File: config.mk
export PLATFORM = sky130hd
export DESIGN_NAME = tht_ctrl
export DESIGN_NICKNAME = d
export VERILOG_FILES = /design/src/design/tht_pkg.sv /design/src/design/tht_ctrl.sv
export VERILOG_INCLUDE_DIRS = /design/src /design/src/design
export SDC_FILE = /design/constraint.sdc
export NUM_CORES = 1
export LEC_CHECK = 0
export ABC_AREA = 1
export CORE_AREA = 2 2 39 41
export DETAILED_ROUTE_END_ITERATION = 8
export DIE_AREA = 0 0 41 43
export DONT_BUFFER_PORTS = 1
export PLACE_DENSITY = 0.3
export RECOVER_POWER = 100
export SKIP_LAST_GASP = 1
export SYNTH_ARGS = -nofsm -noshare
export SYNTH_HDL_FRONTEND = slang
export SYNTH_SLANG_ARGS = --single-unit
File: constraint.sdc
create_clock -name clk -period 1.2 [get_ports clk]
set_clock_uncertainty 0.05 [all_clocks]
set_input_delay 0.06 -clock clk [delete_from_list [all_inputs] [get_ports clk]]
set_output_delay 0.06 -clock clk [all_outputs]
set_load 0.03 [all_outputs]
File: src/design/typed_handle_table_defines.svh
// ----------------------------------------------------------------------------
// typed_handle_table_defines
// Assertion macros shared by the typed handle table RTL.
// ----------------------------------------------------------------------------
`ifndef TYPED_HANDLE_TABLE_DEFINES_SVH
`define TYPED_HANDLE_TABLE_DEFINES_SVH

`ifndef ASSERT_OFF
`define THT_ASSERT_IMPL(label, clk, rst_n, ante, cons) \
	label: assert property (@(posedge clk) disable iff (!rst_n) (ante) |-> (cons)) \
		else $error("typed_handle_table: assertion failed");
`define THT_ASSERT_NEXT(label, clk, rst_n, ante, cons) \
	label: assert property (@(posedge clk) disable iff (!rst_n) (ante) |=> (cons)) \
		else $error("typed_handle_table: assertion failed");
`else
`define THT_ASSERT_IMPL(label, clk, rst_n, ante, cons)
`define THT_ASSERT_NEXT(label, clk, rst_n, ante, cons)
`endif

`endif

File: src/design/tht_pkg.sv
// ----------------------------------------------------------------------------
// tht_pkg
// Codes and shared types of the typed handle table.
// ----------------------------------------------------------------------------
package tht_pkg;

	localparam logic [1:0] ACT_ALLOC  = 2'd0;
	localparam logic [1:0] ACT_FREE   = 2'd1;
	localparam logic [1:0] ACT_LOOKUP = 2'd2;

	localparam logic [2:0] ST_OK      = 3'd0;
	localparam logic [2:0] ST_RANGE   = 3'd1;
	localparam logic [2:0] ST_TYPE    = 3'd2;
	localparam logic [2:0] ST_FULL    = 3'd3;
	localparam logic [2:0] ST_CORRUPT = 3'd4;

	localparam logic [3:0] TAG_FREE   = 4'd0;

	localparam int HANDLE_W  = 8;
	localparam int VALUE_W   = 32;
	localparam int TAG_W     = 4;
	localparam int LINK_BIT  = 8;
	localparam int MAX_SLOTS = 256;

	typedef struct packed {
		logic capture;
		logic commit;
	} tht_cmd_t;

endpackage

File: src/design/tht_ctrl.sv
// ----------------------------------------------------------------------------
// tht_ctrl
// Request sequencer: accept, read the entry, commit into the response slot.
// ----------------------------------------------------------------------------
`include "typed_handle_table_defines.svh"

module tht_ctrl import tht_pkg::*; (
	input  logic     clk,
	input  logic     arst_n,
	input  logic     in_valid,
	output logic     in_ready,
	output logic     out_valid,
	input  logic     out_ready,
	output tht_cmd_t cmd
);
	typedef enum logic [1:0] {
		S_IDLE = 2'b01,
		S_READ = 2'b10
	} state_t;

	state_t state_q;
	logic   out_valid_q;
	logic   slot_free;

	assign in_ready    = (state_q == S_IDLE);
	assign slot_free   = !out_valid_q || out_ready;
	assign cmd.capture = in_valid && in_ready;
	assign cmd.commit  = (state_q == S_READ) && slot_free;
	assign out_valid   = out_valid_q;

	always_ff @(posedge clk or negedge arst_n) begin
		if (!arst_n) begin
			state_q     <= S_IDLE;
			out_valid_q <= 1'b0;
		end else begin
			case (state_q)
				S_IDLE: begin
					if (cmd.capture) begin
						state_q <= S_READ;
					end
				end
				S_READ: begin
					if (cmd.commit) begin
						state_q <= S_IDLE;
					end
				end
				default: state_q <= S_IDLE;
			endcase
			if (cmd.commit) begin
				out_valid_q <= 1'b1;
			end else if (out_ready) begin
				out_valid_q <= 1'b0;
			end
		end
	end

	`THT_ASSERT_NEXT(a_capture_reads, clk, arst_n, cmd.capture, state_q == S_READ)
	`THT_ASSERT_NEXT(a_commit_shows, clk, arst_n, cmd.commit, out_valid_q)
	`THT_ASSERT_IMPL(a_commit_slot, clk, arst_n, cmd.commit, !out_valid_q || out_ready)
	`THT_ASSERT_IMPL(a_no_overlap, clk, arst_n, cmd.capture, !cmd.commit)
endmodule

==> summary.log <==
INFO  outcome        status=completed
INFO  global_route   grt_max_degree=5
INFO  timing         finalSetupTns=0ns
INFO  synthesis      synthCells=21
INFO  timing         maxClockFrequency=840MHz
INFO  setup_path     cp_data_arrival_time=1.08ns
INFO  layout         layout.cells.non_filler=51
INFO  cts            tritoncts_num_sinks=3
INFO  cts            tritoncts_clock_tree=done
INFO  global_route   grt_first_pass_wirelength=662um
INFO  global_route   grt_overflow_total=0
INFO  timing         timing_worst_slew_pin_value=0.168ns
INFO  synthesis      syn-cell-area=146um2
INFO  drt            post_drt_antenna_nets=0
INFO  power_and_ir_drop worst_ir_drop_vdd=0.000432V
INFO  timing         grt_setup_unrepaired=true
INFO  power_and_ir_drop power_density=1470nW/um2
INFO  place          post-place-cells=41
INFO  synthesis      synth_top_family_by_area=simple AND/OR/NAND/NOR gates
INFO  timing         timing_max_transition_violations_final=0
INFO  synthesis      post-synth-top-area-cell=dfrtp_1
INFO  setup_path     end_kind=output port
INFO  layout         layout.filler_cells=152
INFO  setup_path     critical_path_maximum_fanout=4
INFO  synthesis      syn-num-nets=25
INFO  synthesis      synthDistinctLibCells=6
INFO  drt            avgRoutedWirePerCell=7.94um
INFO  floorplanning  placement_rows=14
INFO  global_route   antenna_found_initial=0
INFO  drt            routed-via-count=159
INFO  floorplanning  initial_core_util=10.6%
INFO  setup_path     r2r_cells=6
INFO  cts            numCtsBuffers=3
INFO  synthesis      postSynthAreaPerCell=6.97um2
INFO  synthesis      synth_sequential_area_ratio=52.1%
INFO  floorplanning  die_w=41um
INFO  synthesis      yosys_register_bits=3
INFO  place          io_buffer_count=0
INFO  drt            dr.first_iter.drc_count=1
INFO  timing         final_worst_path_cycle_share=99.2%
INFO  drt            first_pass_iters=2
INFO  synthesis      post_synth_fa_ha_maj_area_fraction=0%
INFO  power_and_ir_drop power.static_leakage=0.000180uW
INFO  layout         antenna-diode-count=0
INFO  place          gp_routability_congestion=0.665
INFO  timing         final_critical_period=1.19ns
INFO  power_and_ir_drop post-layout-total-power=447uW
INFO  cts            clk_pin_slew_worst_paths=0.04ns
INFO  layout         syn2layout_area_growth=108%
INFO  global_route   grtUsageTotal=6.32%
INFO  timing         hold_slack=0.0341ns
INFO  timing         setup_violations=0
INFO  layout         final_layout_size_suffix_gt1_share=42.9%
INFO  cts            cts_max_path_buffers=2
INFO  setup_path     startpoint_type=register
INFO  setup_path     reg_to_reg_critical_path_endpoint=state_q[0]$_DFFE_PN1P_
INFO  setup_path     path_class=register to output port
INFO  floorplanning  die_h=43um
INFO  synthesis      synth-compound-area-share=0%
INFO  setup_path     internal_reg_to_reg_setup_slack=0.08ns
INFO  floorplanning  pin_count=8
INFO  timing         final_hold_viol_count=0
INFO  synthesis      synth.mux.area_fraction=0%
INFO  run            maxCapViolCount=0
INFO  setup_path     worstReg2RegStart=state_q[0]$_DFFE_PN1P_
INFO  min_path       holdCritPathClass=primary input to asynchronous set/reset pin
INFO  synthesis      synthSimpleGateAreaFrac=29.9%
INFO  floorplanning  die-area=1760um2
INFO  synthesis      synthTopCellsByArea=dfrtp_1, dfstp_2, inv_1
INFO  floorplanning  placeableCoreArea=1380um2
INFO  cts            htreeDepth=1
INFO  synthesis      synth_xor_area_share=0%
INFO  layout         finalNetCount=40
INFO  setup_path     cp_data_required_time=1.09ns
INFO  cts            clkLatencyLatePin=0.24ns
INFO  drt            routed_wl=405um
INFO  drt            drc=0
INFO  synthesis      synth.yosys.warnings=0
INFO  timing         timing.max_slew.rel_slack=88.7%
INFO  cts            ctsRootBufferMaster=clkbuf_4
INFO  synthesis      synth_top_area_share=34.2%
INFO  drt            detail_route.vias_per_cell=3.12
INFO  global_route   grt_pass1_vias=189
logic make-up after synthesis:
logic type             count (synthesis)
flip-flops                             3
AND/OR/NAND/NOR                       11
buffers and inverters                  7
registers in the layout (all words and copies together), names as in the netlist:
signal     count
out_valid      1
state_q        2
stage by stage:
stage	setup slack [ns]	util [%]	instance area [um2]
floorplan	0.0196	-	146
CTS	-0.0170	20.5	284
global placement	0.223	14.2	196
global route	-0.0271	22.0	304
detailed placement	0.219	14.2	196
finish	0.00929	22.0	304
cells in the final DEF (no fill, tap or decap), drive strengths merged:
cell,Yosys,final
nand2,7,7
nor2,4,4
buf,0,7
dlygate4sd3,0,3
clkbuf,0,4
dfrtp,2,2
inv,7,7
dfstp,1,1
per-layer routing:
layer	global-route usage (%)	share of wire [%]
met4	4.00	0
met1	5.45	37
met3	7.33	18
met2	8.13	44
met5	0	0
layout make-up:
| class | instances | area, um2 | share of cell area [%] |
|---|---|---|---|
| flip-flops and latches | 3 | 76.3 | 25.1 |
| well taps | 16 | 20.0 | 6.58 |
| inverters | 7 | 26.3 | 8.64 |
| multi-input cells | 11 | 61.3 | 20.2 |
| clock buffers | 4 | 26.3 | 8.64 |
| repair buffers | 10 | 93.8 | 30.9 |
report_power, final:
| group | switching (uW) | internal, uW | leakage [uW] |
|---|---|---|---|
| registers | 8.61 | 117 | 0.0000367 |
| logic | 75.3 | 62.7 | 0.000129 |
| clock network | 58.0 | 125 | 0.0000150 |
what timing repair did:
item                       CTS  global route
setup endpoints to repair    2             4
pin swaps                    2             2
resized for setup            3             5
hold buffers                 3             0
hold endpoints to repair     5             0
buffers inserted             3             0
synth_stat cells:
master and number:
nor2_1 3, nand2_1 7, dfstp_2 1, nor2_2 1, inv_1 7, dfrtp_1 2
how the worst max path moves through the flow:
stage	startpoint	slack, ns	cells past startpoint	to
6_report	state_q[0]$_DFFE_PN1P_	0.009	4	cmd[0]
5_1_grt	state_q[0]$_DFFE_PN1P_	-0.03	4	cmd[0]
4_1_cts	state_q[0]$_DFFE_PN1P_	-0.02	3	cmd[1]
2_1_floorplan	out_valid$_DFFE_PN0P_	0.02	3	cmd[0]
3_5_place_dp	state_q[0]$_DFFE_PN1P_	0.22	4	cmd[0]
3_3_place_gp	state_q[0]$_DFFE_PN1P_	0.22	4	cmd[0]
critical path, stage by stage (launching register included):
cell and delay [ns]:
dfstp_2 0.54, inv_1 0.05, nand2_2 0.08, nor2_2 0.04, buf_6 0.13
(Power assumes the default switching activity.)
